$ cat src/hw/rtl/ord_pkg.sv
// Shared types and constants for the overwrite ring deque.
// Used by ord_ctrl, ord_datapath and overwrite_ring_deque; depends on nothing.
package ord_pkg;

   localparam int SLOTS_DEFAULT     = 16;
   localparam int MSG_BYTES_DEFAULT = 8;

   localparam int MSG_W   = 64;
   localparam int BCNT_W  = 4;
   localparam int COUNT_W = 5;

   typedef enum logic [1:0] {
      OP_CLEAR      = 2'd0,
      OP_PUSH_FRONT = 2'd1,
      OP_PUSH_BACK  = 2'd2,
      OP_POP_FRONT  = 2'd3
   } op_type;

   localparam logic STATUS_OK    = 1'b0;
   localparam logic STATUS_EMPTY = 1'b1;

   typedef struct packed {
      op_type              operation;
      logic [MSG_W-1:0]    message_data;
      logic [BCNT_W-1:0]   byte_count;
   } req_type;

   typedef struct packed {
      logic [MSG_W-1:0]    message_out;
      logic                status;
      logic [COUNT_W-1:0]  entry_count;
      logic                overwrote;
   } rsp_type;

   // controller to datapath
   typedef struct packed {
      logic clear_step;
      logic accept;
      logic load_rsp;
   } cmd_type;

   // datapath to controller
   typedef struct packed {
      logic clear_done;
      logic out_free;
   } sts_type;

endpackage

$ cat src/hw/rtl/ord_ctrl.sv
// Sequencer for the ring deque: start-up clearing sweep, accept, result load.
// Depends on ord_pkg; drives the datapath through cmd_type, reads sts_type.
module ord_ctrl (
   input  logic             clock,
   input  logic             reset,
   input  logic             req_valid,
   output logic             req_stall,
   input  ord_pkg::sts_type sts,
   output ord_pkg::cmd_type cmd
);

   typedef enum logic [1:0] {
      ST_CLEAR,
      ST_IDLE,
      ST_EXEC
   } state_type;

   state_type state_ff;
   state_type state_in;

   always_comb begin
      state_in       = state_ff;
      cmd.clear_step = 1'b0;
      cmd.accept     = 1'b0;
      cmd.load_rsp   = 1'b0;
      case (state_ff)
         ST_CLEAR: begin
            cmd.clear_step = 1'b1;
            if (sts.clear_done) begin
               state_in = ST_IDLE;
            end
         end
         ST_IDLE: begin
            if (req_valid) begin
               cmd.accept = 1'b1;
               state_in   = ST_EXEC;
            end
         end
         ST_EXEC: begin
            // wait for the result register to free up
            if (sts.out_free) begin
               cmd.load_rsp = 1'b1;
               state_in     = ST_IDLE;
            end
         end
         default: begin
            state_in = ST_CLEAR;
         end
      endcase
   end

   assign req_stall = (state_ff != ST_IDLE);

   always_ff @(posedge clock) begin
      if (reset) begin
         state_ff <= ST_CLEAR;
      end else begin
         state_ff <= state_in;
      end
   end

endmodule

$ cat src/hw/rtl/ord_datapath.sv
// Ring store, front/back pointers, entry count and result register.
// Depends on ord_pkg; steered by ord_ctrl through cmd_type.
module ord_datapath #(
   parameter int SLOTS     = ord_pkg::SLOTS_DEFAULT,
   parameter int MSG_BYTES = ord_pkg::MSG_BYTES_DEFAULT
) (
   input  logic             clock,
   input  logic             reset,
   input  ord_pkg::cmd_type cmd,
   output ord_pkg::sts_type sts,
   input  ord_pkg::req_type req_data,
   output logic             rsp_valid,
   input  logic             rsp_stall,
   output ord_pkg::rsp_type rsp_data
);

   localparam int IDX_W  = $clog2(SLOTS);
   localparam int CNT_W  = $clog2(SLOTS + 1);
   localparam int SLOT_W = MSG_BYTES * 8;

   logic [SLOT_W-1:0]    mem [SLOTS];

   logic [IDX_W-1:0]     front_ff, front_in;
   logic [IDX_W-1:0]     back_ff, back_in;
   logic [CNT_W-1:0]     cnt_ff, cnt_in;
   logic [IDX_W-1:0]     clr_ff, clr_in;
   logic                 out_valid_ff, out_valid_in;

   logic [SLOT_W-1:0]    rdata_ff;
   logic [MSG_BYTES-1:0] pend_be_ff;
   logic                 pend_pop_ff;
   logic                 pend_sts_ff;
   logic                 pend_over_ff;
   ord_pkg::rsp_type     out_data_ff;

   logic [MSG_BYTES-1:0] byte_en;
   logic [MSG_BYTES-1:0] wr_en;
   logic [IDX_W-1:0]     wr_addr;
   logic [SLOT_W-1:0]    wr_data;
   logic                 rd_en;
   logic                 full;
   logic                 empty;
   logic                 over;
   logic                 empty_pop;
   logic [IDX_W-1:0]     front_dec;
   logic [IDX_W-1:0]     front_inc;
   logic [IDX_W-1:0]     back_inc;
   logic [SLOT_W-1:0]    rd_masked;

   assign full  = (cnt_ff == CNT_W'(SLOTS));
   assign empty = (cnt_ff == '0);

   assign front_dec = (front_ff == '0) ? IDX_W'(SLOTS - 1) : front_ff - 1'b1;
   assign front_inc = (front_ff == IDX_W'(SLOTS - 1)) ? '0 : front_ff + 1'b1;
   assign back_inc  = (back_ff == IDX_W'(SLOTS - 1)) ? '0 : back_ff + 1'b1;

   // bytes past the saturated byte count are left alone
   always_comb begin
      for (int b = 0; b < MSG_BYTES; b++) begin
         byte_en[b] = (req_data.byte_count > ord_pkg::BCNT_W'(b));
      end
   end

   always_comb begin
      front_in  = front_ff;
      back_in   = back_ff;
      cnt_in    = cnt_ff;
      wr_en     = '0;
      wr_addr   = back_ff;
      wr_data   = req_data.message_data[SLOT_W-1:0];
      rd_en     = 1'b0;
      over      = 1'b0;
      empty_pop = 1'b0;
      if (cmd.clear_step) begin
         wr_en   = '1;
         wr_addr = clr_ff;
         wr_data = '0;
      end else if (cmd.accept) begin
         case (req_data.operation)
            ord_pkg::OP_CLEAR: begin
               front_in = '0;
               back_in  = '0;
               cnt_in   = '0;
            end
            ord_pkg::OP_PUSH_FRONT: begin
               wr_en    = byte_en;
               wr_addr  = front_dec;
               front_in = front_dec;
               if (full) begin
                  back_in = front_dec;
                  over    = 1'b1;
               end else begin
                  cnt_in = cnt_ff + 1'b1;
               end
            end
            ord_pkg::OP_PUSH_BACK: begin
               wr_en   = byte_en;
               wr_addr = back_ff;
               back_in = back_inc;
               if (full) begin
                  front_in = back_inc;
                  over     = 1'b1;
               end else begin
                  cnt_in = cnt_ff + 1'b1;
               end
            end
            ord_pkg::OP_POP_FRONT: begin
               if (empty) begin
                  empty_pop = 1'b1;
               end else begin
                  rd_en    = 1'b1;
                  front_in = front_inc;
                  cnt_in   = cnt_ff - 1'b1;
               end
            end
            default: begin
               front_in = front_ff;
            end
         endcase
      end
   end

   assign clr_in = cmd.clear_step ? clr_ff + 1'b1 : clr_ff;

   always_comb begin
      for (int b = 0; b < MSG_BYTES; b++) begin
         rd_masked[b*8 +: 8] = (pend_pop_ff && pend_be_ff[b]) ? rdata_ff[b*8 +: 8] : 8'd0;
      end
   end

   assign out_valid_in = cmd.load_rsp ? 1'b1 : (out_valid_ff && rsp_stall);

   assign sts.clear_done = (clr_ff == IDX_W'(SLOTS - 1));
   assign sts.out_free   = !out_valid_ff || !rsp_stall;

   assign rsp_valid = out_valid_ff;
   assign rsp_data  = out_data_ff;

   // store: byte-enable write port, registered read at the front pointer
   always_ff @(posedge clock) begin
      for (int b = 0; b < MSG_BYTES; b++) begin
         if (wr_en[b]) begin
            mem[wr_addr][b*8 +: 8] <= wr_data[b*8 +: 8];
         end
      end
      if (rd_en) begin
         rdata_ff <= mem[front_ff];
      end
   end

   always_ff @(posedge clock) begin
      if (reset) begin
         front_ff     <= '0;
         back_ff      <= '0;
         cnt_ff       <= '0;
         clr_ff       <= '0;
         out_valid_ff <= 1'b0;
      end else begin
         front_ff     <= front_in;
         back_ff      <= back_in;
         cnt_ff       <= cnt_in;
         clr_ff       <= clr_in;
         out_valid_ff <= out_valid_in;
      end
   end

   always_ff @(posedge clock) begin
      if (cmd.accept) begin
         pend_be_ff   <= byte_en;
         pend_pop_ff  <= rd_en;
         pend_sts_ff  <= empty_pop ? ord_pkg::STATUS_EMPTY : ord_pkg::STATUS_OK;
         pend_over_ff <= over;
      end
      if (cmd.load_rsp) begin
         out_data_ff.message_out <= ord_pkg::MSG_W'(rd_masked);
         out_data_ff.status      <= pend_sts_ff;
         out_data_ff.entry_count <= ord_pkg::COUNT_W'(cnt_ff);
         out_data_ff.overwrote   <= pend_over_ff;
      end
   end

   a_count_bound: assert property (@(posedge clock) disable iff (reset)
      cnt_ff <= CNT_W'(SLOTS))
      else $error("entry count beyond slot count");

   a_empty_no_data: assert property (@(posedge clock) disable iff (reset)
      rsp_valid && rsp_data.status == ord_pkg::STATUS_EMPTY |-> rsp_data.message_out == '0)
      else $error("empty pop returned data");

   a_over_full: assert property (@(posedge clock) disable iff (reset)
      rsp_valid && rsp_data.overwrote |-> rsp_data.entry_count == ord_pkg::COUNT_W'(SLOTS))
      else $error("overwrite reported while not full");

   a_clear_op: assert property (@(posedge clock) disable iff (reset)
      cmd.accept && req_data.operation == ord_pkg::OP_CLEAR |=> cnt_ff == '0 && front_ff == '0)
      else $error("clear did not reset pointers");

endmodule

$ cat src/hw/rtl/overwrite_ring_deque.sv
// Double-ended ring of SLOTS message slots with overwrite on full.
// Depends on ord_pkg, ord_ctrl and ord_datapath.
//
// After reset the block zeroes its store one slot per cycle and holds
// req_stall high until every slot has been cleared. After that each
// word is accepted in ST_IDLE, where pointers, count and any write are
// settled and the slot store is read into a register, and then in ST_EXEC
// the result goes into the output register once that register is free. The
// store has one write port and one read port, and only one word is in
// flight at a time. A pending result in the output register does not block
// acceptance of the next word. Exactly one result word is produced per
// request word.
module overwrite_ring_deque #(
   parameter int SLOTS     = ord_pkg::SLOTS_DEFAULT,
   parameter int MSG_BYTES = ord_pkg::MSG_BYTES_DEFAULT
) (
   input  logic             clock,
   input  logic             reset,
   input  logic             req_valid,
   output logic             req_stall,
   input  ord_pkg::req_type req_data,
   output logic             rsp_valid,
   input  logic             rsp_stall,
   output ord_pkg::rsp_type rsp_data
);

   ord_pkg::cmd_type cmd;
   ord_pkg::sts_type sts;

   ord_ctrl u_ctrl (
      .clock     (clock),
      .reset     (reset),
      .req_valid (req_valid),
      .req_stall (req_stall),
      .sts       (sts),
      .cmd       (cmd)
   );

   ord_datapath #(
      .SLOTS     (SLOTS),
      .MSG_BYTES (MSG_BYTES)
   ) u_datapath (
      .clock     (clock),
      .reset     (reset),
      .cmd       (cmd),
      .sts       (sts),
      .req_data  (req_data),
      .rsp_valid (rsp_valid),
      .rsp_stall (rsp_stall),
      .rsp_data  (rsp_data)
   );

endmodule
$ cat config.mk
export PLATFORM = sky130hd
export DESIGN_NAME = overwrite_ring_deque
export DESIGN_NICKNAME = d
export VERILOG_FILES = /design/src/hw/rtl/ord_pkg.sv /design/src/hw/rtl/ord_ctrl.sv /design/src/hw/rtl/ord_datapath.sv /design/src/hw/rtl/overwrite_ring_deque.sv
export SDC_FILE = /design/constraint.sdc
export NUM_CORES = 1
export LEC_CHECK = 0
export BUFFER_PORTS_ARGS = -buffer_cell sky130_fd_sc_hd__buf_4
export CELL_PAD_IN_SITES_DETAIL_PLACEMENT = 2
export CELL_PAD_IN_SITES_GLOBAL_PLACEMENT = 2
export CORE_MARGIN = 1
export CORE_UTILIZATION = 40
export CTS_CLUSTER_DIAMETER = 120
export DETAILED_ROUTE_END_ITERATION = 10
export GPL_TIMING_DRIVEN = 1
export HOLD_SLACK_MARGIN = 0.15
export PLACE_DENSITY_LB_ADDON = 0.1
export SKIP_LAST_GASP = 1
export SYNTH_ARGS = -nofsm -noshare
export SYNTH_HDL_FRONTEND = slang
export SYNTH_SLANG_ARGS = --single-unit
$ cat constraint.sdc
create_clock -name clock -period 5.42 [get_ports clock]
set_input_delay 0 -clock clock [delete_from_list [all_inputs] [get_ports clock]]
set_output_delay 0 -clock clock [all_outputs]
set_load 0.03 [all_outputs]
# Word level (Yosys, flattened, before mapping)
# Memory sizes are Yosys's and may differ from the RTL's. A register that Yosys moved wholly into a read port is not among the register bits.
# Index checks and enable logic that the tools add are counted.
[totals]
register_bits = 102
ram_bits = 1024
word_cells = 132
n_memories = 1
[mem_list]
columns = ["memory", "words", "word_bits", "rd", "rd_ports_with_merged_regs", "wr", "line", "source"]
rows = [
  ["u_datapath.mem", 16, 64, 1, 1, 1, "ord_datapath.sv:21", "logic [SLOT_W-1:0] mem [SLOTS];"],
]
[op_classes]
n_addsub = 6
order_cmp = 8
eq_ne = 17
muxes = 54
n_bitwise = 2
n_reduce_logical = 23
[op_table]
columns = ["op", "count"]
rows = [
  ["$mux W64", 1],
  ["$mux W4", 9],
  ["$mux W1", 32],
  ["$mux W8", 3],
  ["$gt A4 B3 Y1 const B", 4],
  ["$pmux W4 S4", 1],
  ["$pmux W5 S3", 1],
  ["$add A4 B1 Y4 const B", 3],
  ["$eq A4 B4 Y1 const B", 3],
  ["$pmux W4 S3", 1],
  ["$reduce_and A4 Y1", 3],
  ["$mux W5", 2],
  ["$ne A2 B2 Y1 const B", 5],
  ["$logic_and A1 B1 Y1", 9],
  ["$gt A4 B1 Y1 const B", 2],
  ["$gt A4 B2 Y1 const B", 2],
  ["$eq A2 B2 Y1 const B", 3],
  ["$mux W2", 3],
  ["$ne A2 B1 Y1 const B", 3],
  ["$pmux W2 S3", 1],
  ["$add A5 B1 Y5 const B", 1],
  ["$eq A5 B5 Y1 const B", 1],
  ["$logic_not A5 Y1", 1],
  ["$sub A5 B1 Y5 const B", 1],
  ["10 further kinds", 15],
]

# Logic depth before layout (Yosys ltp)
[depth]
ltp_word = 7
depth_mapped = 13

# Cells and area by module
# Synthesis repeated with hierarchy kept, for this count alone.
[hier_totals]
cells_unflattened = 2091
hier_area_um2 = 46009.1
[modules_own_cells]
columns = ["module", "n_inst", "cells_each", "area_per_inst_um2", "seq_area_each_um2"]
rows = [
  ["ord_datapath", 1, 2077, 45889.0, 35494.0],
  ["ord_ctrl", 1, 14, 120.1, 40.0],
]

# Worst setup path before layout
# Ideal clock, no wire load.
[synth_timing]
path_kind = "register to register"
start = "reg u_ctrl.state_ff[0]"
end = "reg u_datapath.pend_pop_ff, data pin"
setup_time_ns = 0.741
arrival_time_ns = 4.174
required_ns = 4.679
setup_slack_ns = 0.504
path_stages_with_launch = 8
period_less_slack_ns = 4.916
path_cell_list = "dfxtp_1 -> buf_2 -> nor2b_1 -> clkbuf_1 -> nand2_1 -> inv_1 -> nand2_1 -> nor2_1"
[synth_lines]
columns = ["item", "line", "source"]
rows = [
  ["start, declared", "ord_ctrl.sv:18", "state_type state_ff;"],
  ["start signal, assigned", "ord_ctrl.sv:58", "state_ff <= state_in;"],
  ["end signal, assigned", "ord_datapath.sv:170", "pend_pop_ff <= rd_en;"],
  ["end, declared", "ord_datapath.sv:31", "logic pend_pop_ff;"],
]

==> results.sh <==
export IMPL_status="complete, no violations"
export IMPL_h_tree_depth=4
export IMPL_async_flop_share_pct=0
export IMPL_io_buffers=146
export IMPL_areaGrowthSynthToFinish_pct=17.6
export IMPL_drt_pass1_iter_count=5
export IMPL_fin_setup_tns_ns=0
export IMPL_setup_viol=0
export IMPL_synth_fa_ha_area_share_pct=0.371
export IMPL_drt_total_wl_mm=124
export IMPL_synth_top_family_by_area="multiplexers"
export IMPL_grt_pass1_wl_mm=179
export IMPL_start_util_pct=40.5
export IMPL_crit_type="register to register"
export IMPL_finalHoldViolCount=0
export IMPL_syn_area_sq_um=45800
export IMPL_drtAntennaViolNets=0
export IMPL_arrival_ns=4.71
export IMPL_antenna_found_initial=5
export IMPL_hp_class="primary input to register"
export IMPL_finalClockSkew_ns=0.0301
export IMPL_min_period_ns=4.25
export IMPL_wl_met1_mm=54.3
export IMPL_route_vias_total=22300
export IMPL_cts_buffers=135
export IMPL_yosysSeqAreaShare_pct=77.5
export IMPL_fmaxAchievable_mhz=235
export IMPL_die_area_sq_um=116000
export IMPL_gp_congestion=0.775
export IMPL_cts_sinks=1190
export IMPL_reg2reg_depth=5
export IMPL_core_area_sq_um=113000
export IMPL_viasPerCell=5.53
export IMPL_post_route_drc_count=0
export IMPL_drv_cap=0
export IMPL_worst_pin_slew_ns=1.20
export IMPL_synthSimpleGateAreaFrac_pct=3.93
export IMPL_fillers=10000
export IMPL_yosys_register_bits=1190
export IMPL_wl_met3_mm=5.03
export IMPL_grt_total_usage_pct=21.6
export IMPL_leakage_nw=18.0
export IMPL_required_ns=5.88
export IMPL_overflow=0
export IMPL_drt_iter0_drc=1929
export IMPL_post_cts_resized=0
export IMPL_highest_layer="met5"
export IMPL_ir_drop_uv=208
export IMPL_instances_no_fill=4034
export IMPL_clkTransAtPathRegs_ns=0.06
export IMPL_synth_warnings=0
export IMPL_ys_flop_type="edfxtp_1"
export IMPL_end_kind="register"
export IMPL_r2r_start="u_datapath.front_ff[1]"
export IMPL_rsz0062_at_grt="false"
export IMPL_cts_root_buffer="clkbuf_16"
export IMPL_synth_area_leader_cell="edfxtp_1"
export IMPL_synth_edf_count=1170
export IMPL_synthMuxAreaShare_pct=15.7
export IMPL_drive_above_1_share_pct=29.1
export IMPL_synth_xor_area_share_pct=0.153
export IMPL_synth_compound_area_share_pct=1.05
export IMPL_chipWidth_um=341
export IMPL_cp_endpoint="u_datapath.rdata_ff[19]"
export IMPL_wl_met2_mm=62.3
export IMPL_maxSlewHeadroom_pct=20.0
export IMPL_grt_max_degree=114
export IMPL_ff2ff_setup_slack_ns=1.17
export IMPL_synthTopCellsByCount="edfxtp_1, mux4_2, nor2_1, and3_1, and2_1"
export IMPL_drv_slew=0
export IMPL_synthTopCellsByArea="edfxtp_1, mux4_2, nor2_1"
export IMPL_hpwl_mm=75.5
export IMPL_min_delay_start="req_data[2]"
export IMPL_num_nets_final=2518
export IMPL_synthCells=2093
export IMPL_start_kind="register"
export IMPL_die_y_um=341
export IMPL_dp_cells=3713
export IMPL_rows=123
export IMPL_clk_path_buf_depth=3
export IMPL_clock_latency_ns=0.73
export IMPL_pin_count=147
export IMPL_cp_max_fo=69
export IMPL_powerDensity_nw_per_um2=358
export IMPL_yosysMostFrequentCell="edfxtp_1"
export IMPL_cts_tree="yes"
export IMPL_crit_start="u_datapath.front_ff[1]"
export IMPL_netlist_area_leader_share_pct=76.6
export IMPL_post_drt_wl_per_cell_um=30.6
export IMPL_finalCritPeriodShare_pct=78.5
export IMPL_synth_distinct_cells=56
export IMPL_syn_area_per_cell_sq_um=21.9
export IMPL_grt_pass1_vias=24500
export IMPL_timing_rr_end="u_datapath.rdata_ff[19]"
export IMPL_synth_net_count=2180
==> metrics by stage <==
stage | hold WS, ns | utilization, % | setup WS, ns | total power, mW | area [sq um]
3_3_place_gp | 0.266 | 43.4 | 1.20 | 10.9 | 49000
5_1_grt | 0.269 | 47.7 | 0.904 | 19.8 | 53900
3_5_place_dp | 0.270 | 43.4 | 1.10 | 10.9 | 49000
2_1_floorplan | 0.102 | - | 0.504 | 10.6 | 45800
4_1_cts | 0.222 | 47.7 | 1.10 | 19.5 | 53900
6_report | 0.290 | 47.7 | 1.17 | 19.3 | 53900
==> how the worst min path moves through the flow <==
stage	slack (ns)	endpoint	cells after the start
2_1_floorplan	0.10	u_datapath.front_ff[3]	1
3_3_place_gp	0.27	u_datapath.pend_be_ff[7]	1
3_5_place_dp	0.27	u_datapath.pend_be_ff[7]	1
4_1_cts	0.22	u_datapath.pend_be_ff[3]	3
5_1_grt	0.27	u_datapath.pend_be_ff[3]	3
6_report	0.29	u_datapath.pend_be_ff[3]	3
==> logic make-up after synthesis <==
kind of cell / count (synthesis)
buffers and inverters: 131
and+or+nand+nor: 358
xor gates and xnor gates: 8
DFF: 1190
muxes: 322
AOI/OAI and AO/OA: 71
adders and majority gates: 13
==> layout by cell type (no fill, tap or decap), types with 6 or more instances in the layout <==
| cell | Yosys | routed |
|---|---|---|
| nand2_1 | 40 | 40 |
| mux4_2 | 319 | 319 |
| edfxtp_1 | 1170 | 1170 |
| buf_4 | 1 | 228 |
| and2_1 | 65 | 65 |
| inv_6 | 0 | 6 |
| clkbuf_16 | 0 | 142 |
| nand3_1 | 8 | 8 |
| dfxtp_1 | 20 | 16 |
| clkbuf_1 | 61 | 37 |
| clkinv_2 | 0 | 17 |
| xor2_1 | 7 | 7 |
| ha_1 | 12 | 12 |
| inv_1 | 19 | 19 |
| dlygate4sd3_1 | 0 | 81 |
| clkinv_1 | 0 | 29 |
| and3_1 | 66 | 66 |
| a21oi_1 | 27 | 26 |
| o21ai_0 | 7 | 7 |
| nor2_1 | 141 | 140 |
==> power breakdown <==
part	total (mW)	switching (mW)	internal [mW]
combinational	0.573	0.330	0.244
sequential	10.2	0.0448	10.2
clock	8.51	3.63	4.88
total	19.3	4.00	15.3
==> cell type report <==
type                    instances  area, sq um  share of cell area (%)
clock buffers                 179         3690                    6.85
diodes                          1         2.50                 0.00464
multi-input cells             772         9760                    18.1
repair buffers                313         2600                    4.83
well taps                    1500         1880                    3.48
clock inverters                60          379                   0.703
inverters                      19         71.3                   0.132
flip-flops and latches       1190        35500                    65.9
==> per-layer routing <==
metal / GRT usage [%] / vias to the layer above
met5: 0 / -
met4: 4.70 / 8
met1: 30.0 / 12200
li1: - / 9358
met2: 36.2 / 570
met3: 3.41 / 140
==> state kept, by name (all words and copies together), names as in the netlist <==
register / count
u_datapath.mem: 1024
u_datapath.rsp_data: 71
u_datapath.rdata_ff: 64
u_datapath.pend_be_ff: 8
u_datapath.cnt_ff: 5
u_datapath.back_ff: 4
u_datapath.clr_ff: 4
u_datapath.front_ff: 4
u_ctrl.state_ff: 2
u_datapath.pend_over_ff: 1
u_datapath.pend_pop_ff: 1
u_datapath.pend_sts_ff: 1
u_datapath.rsp_valid: 1
==> critical path, cell delays in order (launching register included) <==
cell     delay [ns]
dfxtp_4        0.34
buf_4          0.70
buf_4          0.93
buf_4          0.89
mux4_2         0.43
mux4_2         0.48
==> what timing repair did <==
item,in CTS,in global routing
hold buffers,81,0
buffers inserted,0,0
hold endpoints to repair,1103,0
(Power assumes the default switching activity.)
